===== config.mk =====
export PLATFORM = sky130hd
export DESIGN_NAME = swra_scan
export DESIGN_NICKNAME = d
export VERILOG_FILES = /design/src/design/swra_pkg.sv /design/src/design/swra_scan.sv
export SDC_FILE = /design/constraint.sdc
export NUM_CORES = 1
export LEC_CHECK = 0
export BUFFER_PORTS_ARGS = -buffer_cell sky130_fd_sc_hd__buf_2
export CELL_PAD_IN_SITES_DETAIL_PLACEMENT = 0
export CELL_PAD_IN_SITES_GLOBAL_PLACEMENT = 2
export CORE_MARGIN = 3
export CORE_UTILIZATION = 35
export DETAILED_ROUTE_END_ITERATION = 10
export HOLD_SLACK_MARGIN = 0.02
export PLACE_DENSITY_LB_ADDON = 0.1
export RECOVER_POWER = 25
export SLEW_MARGIN = 20
export SYNTH_ARGS = -nofsm -noshare
export SYNTH_HDL_FRONTEND = slang
export SYNTH_SLANG_ARGS = --single-unit

===== constraint.sdc =====
create_clock -name clk -period 8.8 [get_ports clk]
set_input_delay 1.76 -clock clk [delete_from_list [all_inputs] [get_ports clk]]
set_output_delay 1.76 -clock clk [all_outputs]
set_load 0.005 [all_outputs]

===== src/design/swra_pkg.sv =====
`timescale 1ns / 1ps
// ----------------------------------------------------------------------------
// swra_pkg: shared types and constants for the sliding-window range area sum
// Sample width, configuration defaults and the control bundle that drives the
// shared compare unit.
// ----------------------------------------------------------------------------
package swra_pkg;

  localparam int SAMPLE_W       = 16;
  localparam int RADIUS_W       = 16;
  localparam int AREA_W         = 64;
  localparam int COUNT_W        = 32;
  localparam int MAX_RADIUS_DEF = 32768;
  localparam logic [RADIUS_W-1:0] RADIUS_RESET = 16'd22050;

  typedef struct packed {
    logic vld;
    logic first;
  } scan_ctl_t;

endpackage


===== src/design/swra_scan.sv =====
`timescale 1ns / 1ps
// ----------------------------------------------------------------------------
// swra_scan: shared max/min compare unit
// Tracks the largest and smallest sample of a ring walk with their slots;
// the first hit of an extremum is kept on ties.
// ----------------------------------------------------------------------------
module swra_scan #(
  parameter int AW = 16
) (
  input  logic                          clk,
  input  swra_pkg::scan_ctl_t           ctl,
  input  logic [swra_pkg::SAMPLE_W-1:0] data,
  input  logic [AW-1:0]                 idx,
  output logic [swra_pkg::SAMPLE_W-1:0] hi,
  output logic [AW-1:0]                 hi_pos,
  output logic [swra_pkg::SAMPLE_W-1:0] lo,
  output logic [AW-1:0]                 lo_pos
);

  logic [swra_pkg::SAMPLE_W-1:0] hi_r, hi_nxt, lo_r, lo_nxt;
  logic [AW-1:0]                 hi_pos_r, hi_pos_nxt, lo_pos_r, lo_pos_nxt;

  always_comb begin
    hi_nxt     = hi_r;
    hi_pos_nxt = hi_pos_r;
    lo_nxt     = lo_r;
    lo_pos_nxt = lo_pos_r;
    if (ctl.vld) begin
      if (ctl.first || (data > hi_r)) begin
        hi_nxt     = data;
        hi_pos_nxt = idx;
      end
      if (ctl.first || (data < lo_r)) begin
        lo_nxt     = data;
        lo_pos_nxt = idx;
      end
    end
  end

  always_ff @(posedge clk) begin
    hi_r     <= hi_nxt;
    hi_pos_r <= hi_pos_nxt;
    lo_r     <= lo_nxt;
    lo_pos_r <= lo_pos_nxt;
  end

  assign hi     = hi_r;
  assign hi_pos = hi_pos_r;
  assign lo     = lo_r;
  assign lo_pos = lo_pos_r;

endmodule


==> results.md <==
| Item | This run | Unit |
|---|---|---|
| Number of clock sinks | 64 | - |
| Resize count post-CTS | 0 | - |
| Total iterations of the first detailed-routing run | 4 | - |
| Die Wd | 94.1 | um |
| Largest cells by area after synthesis | sky130_fd_sc_hd__edfxtp_1, sky130_fd_sc_hd__ha_1, sky130_fd_sc_hd__inv_1 | - |
| Wire length of the first global-routing pass | 8810 | um |
| Critical Path End Type | register | - |
| Clk_lat worst skew | 330 | ps |
| Flop and latch count out of synthesis | 64 | - |
| Starting Density | 0.367 | - |
| Cell area after placement | 3360 | um^2 |
| Hold bufs inserted after CTS | 0 | - |
| Grt peak-use layer | met2 | - |
| Netlist Area Pre-Place | 2720 | um^2 |
| Dpl hpwl | 4210 | um |
| Y dimension of the die | 94.1 | um |
| Nets@finish | 356 | - |
| Final Hold Violating Endpoints | 0 | - |
| Source of the worst hold timing path | hi[1]$_DFFE_PP_ | - |
| Portion of synthesized cell area occupied by the leading cell type | 0.707 | - |
| Total count of max-transition violations in the final report | 0 | - |
| Finish-stage setup viols | 0 | - |
| Deepest clock path buffer count | 2 | - |
| Total number of vias | 1733 | - |
| GRT Resource Usage Total | 0.136 | - |
| Leading cell types in the layout, fill and taps excluded | sky130_fd_sc_hd__buf_2, sky130_fd_sc_hd__edfxtp_1, sky130_fd_sc_hd__inv_1 | - |
| Antenna diodes | 0 | - |
| Fin crit period | 3640 | ps |
| Data required time at the worst endpoint | 8810 | ps |
| Share of the clock period used by the worst path after layout | 0.414 | - |
| Syn_area_per_cell | 15.2 | um^2 |
| Net switching power | 0.163 | mW |
| Cell taking the most area after synthesis | sky130_fd_sc_hd__edfxtp_1 | - |
| Critical R2R Launch | hi[13]$_DFFE_PP_ | - |
| Number of warning messages in the yosys log | 0 | - |
| Combinational power share | 0.121 | - |
| Share of the yosys chip area belonging to registers | 0.707 | - |
| RSZ-0062 raised after global routing | false | - |
| Sequential cell fraction of total power | 0.533 | - |
| TNS Setup | 0 | ps |
| Per-cell via count in the routed design | 4.40 | - |
| Part of the total power dissipated in the clock network | 0.346 | - |
| Number of nets still failing antenna checks after routing | 0 | - |
| # Post-CTS Setup Buffers | 0 | - |
| Maximum number of pins on one net before global-route repair | 33 | - |
| Iter 0 DRT Violations | 51 | - |
| # Max-Cap Violations | 0 | - |
| Met2 capacity usage during global routing | 0.210 | - |
| Total I/O pin count | 99 | - |
| Average detailed-routed wire length per instance | 14.2 | um |
| Arrival @ worst endpoint | 3640 | ps |
| Critical path fanouts, max | 19 | - |
| Share of post-route cells with drive strength above 1 | 0.349 | - |
| Slew at the pin closest to its max-slew limit | 581 | ps |
| Maximum achievable frequency | 0.275 | GHz |
| Unique masters post-synth | 22 | - |
| Synth Net Count | 245 | - |
| Root Driver | sky130_fd_sc_hd__clkbuf_8 | - |
| Worst Setup SP | data[9] | - |
| Run status | finished, final reports clean | - |
| Most frequent standard cell in the layout excluding fill and tap cells | sky130_fd_sc_hd__buf_2 | - |
| Maximum ir drop on the vdd rail | 0.0919 | mV |
| Grt met3 use | 0.0601 | - |
| Max-slew headroom | 0.612 | - |
| Cell row count | 31 | - |
| Setup skew after layout | 8.89 | ps |
| Input/output buffers | 98 | - |
| Clock slew at reported path FFs | 70 | ps |
| Summed area of non-filler cells in the final layout | 3560 | um^2 |
| Category of the critical setup timing path | input pin to register | - |
| Number of global-route vias before repair | 1825 | - |
| Reported leakage power | 1.58 | nW |
| Clock tree from TritonCTS | done | - |
| H-tree depth reported by CTS | 3 | - |
| Worst min-delay path class | register to register | - |
| Met1 GRT Util | 0.159 | - |
| Layout area overhead | 31.1 | % |
| Placer Congestion | 0.702 | - |
| Cell internal pwr | 0.529 | mW |
| Synthesized instance count | 179 | - |
| Sw Ratio | 0.236 | - |
| Clock buffer count from CTS | 9 | - |
| Floorplan Core Area | 7410 | um^2 |
| PD cells | 194 | nW/um^2 |
| Area enclosed by the die boundary | 8860 | um^2 |
| Startpoint types | input pin | - |
| Post-detailed-route DRC marker count | 0 | - |
| GRT overflow | 0 | - |
| Wirelength, routed | 5590 | um |
| Initial antenna violation count | 0 | - |
[cell usage after synthesis, drive strengths merged]
master	count
a211oi	1
a21boi	1
a21o	3
a21oi	13
a311oi	1
a31oi	1
edfxtp	64
ha	31
inv	32
nand2	8
nand2b	1
nand4	5
nor2	2
nor2b	1
nor3	2
nor3b	2
nor4	1
o211ai	1
o21a	1
o21ai	8
[cell families (layout without fill, tap and decap cells)]
group / Yosys count / after routing / share of synthesized area
flip-flops: 64 / 64 / 0.707
buffers and inverters: 32 / 148 / 0.0442
adder cells (fa/ha/maj): 31 / 31 / 0.143
AO/OA/AOI/OAI: 30 / 30 / 0.0649
AND/OR/NAND/NOR: 22 / 22 / 0.0414
[cell type report]
cell class	count	area, um^2
Sequential cell	64	1920
Multi-Input combinational cell	83	699
Inverter	32	120
Tap cell	99	124
Clock inverter	5	57.6
Fill cell	695	3840
Clock buffer	11	131
Timing Repair Buffer	100	509
[final timing paths]
check	to	slack, ps	cells after the start
worst min register to register	hi[0]$_DFFE_PP_	1110	5
worst max register to register	hi[15]$_DFFE_PP_	6340	7
worst max-delay path	hi[15]$_DFFE_PP_	5160	7
worst min-delay path	hi[0]$_DFFE_PP_	1110	5
[worst max-delay path, stage by stage]
cell and delay (ps):
sky130_fd_sc_hd__buf_2 130, sky130_fd_sc_hd__ha_1 310, sky130_fd_sc_hd__nand2_1 70, sky130_fd_sc_hd__nor3_1 270, sky130_fd_sc_hd__a311oi_1 180, sky130_fd_sc_hd__a31oi_4 520
sky130_fd_sc_hd__buf_4 390
[metrics by stage]
| stage | power [mW] | util | hold WS [ps] | setup WS, ps | std cells |
|---|---|---|---|---|---|
| floorplan | 0.414 | - | 1210 | 4230 | 179 |
| global route | 0.731 | 0.481 | 1180 | 4920 | 394 |
| CTS | 0.704 | 0.479 | 1140 | 4980 | 393 |
| finish | 0.692 | 0.481 | 1110 | 5160 | 394 |
| detailed placement | 0.460 | 0.454 | 1120 | 4610 | 377 |
| global placement | 0.460 | 0.454 | 1120 | 4660 | 377 |
[registers in the layout (all words and copies together) (netlist names)]
signal and cells:
hi 16, hi_pos 16, lo 16, lo_pos 16
[layer usage]
layer / vias to the layer above / wire, um / share of wire
met3: 8 / 471 / 0.084
li1: 885 / - / -
met4: 0 / 107 / 0.019
met1: 780 / 2310 / 0.41
met5: - / 0 / 0
met2: 60 / 2700 / 0.48
[power groups by stage]
stage | combinational (mW) | sequential (mW) | clock [mW]
after floorplan | 0.0349 | 0.379 | 0
after global placement | 0.0856 | 0.375 | 0
after detailed placement | 0.0847 | 0.375 | 0
after CTS | 0.0850 | 0.369 | 0.250
after global routing | 0.0970 | 0.371 | 0.263
final | 0.0836 | 0.368 | 0.240
Note: power is estimated with default switching activity, not from simulation.
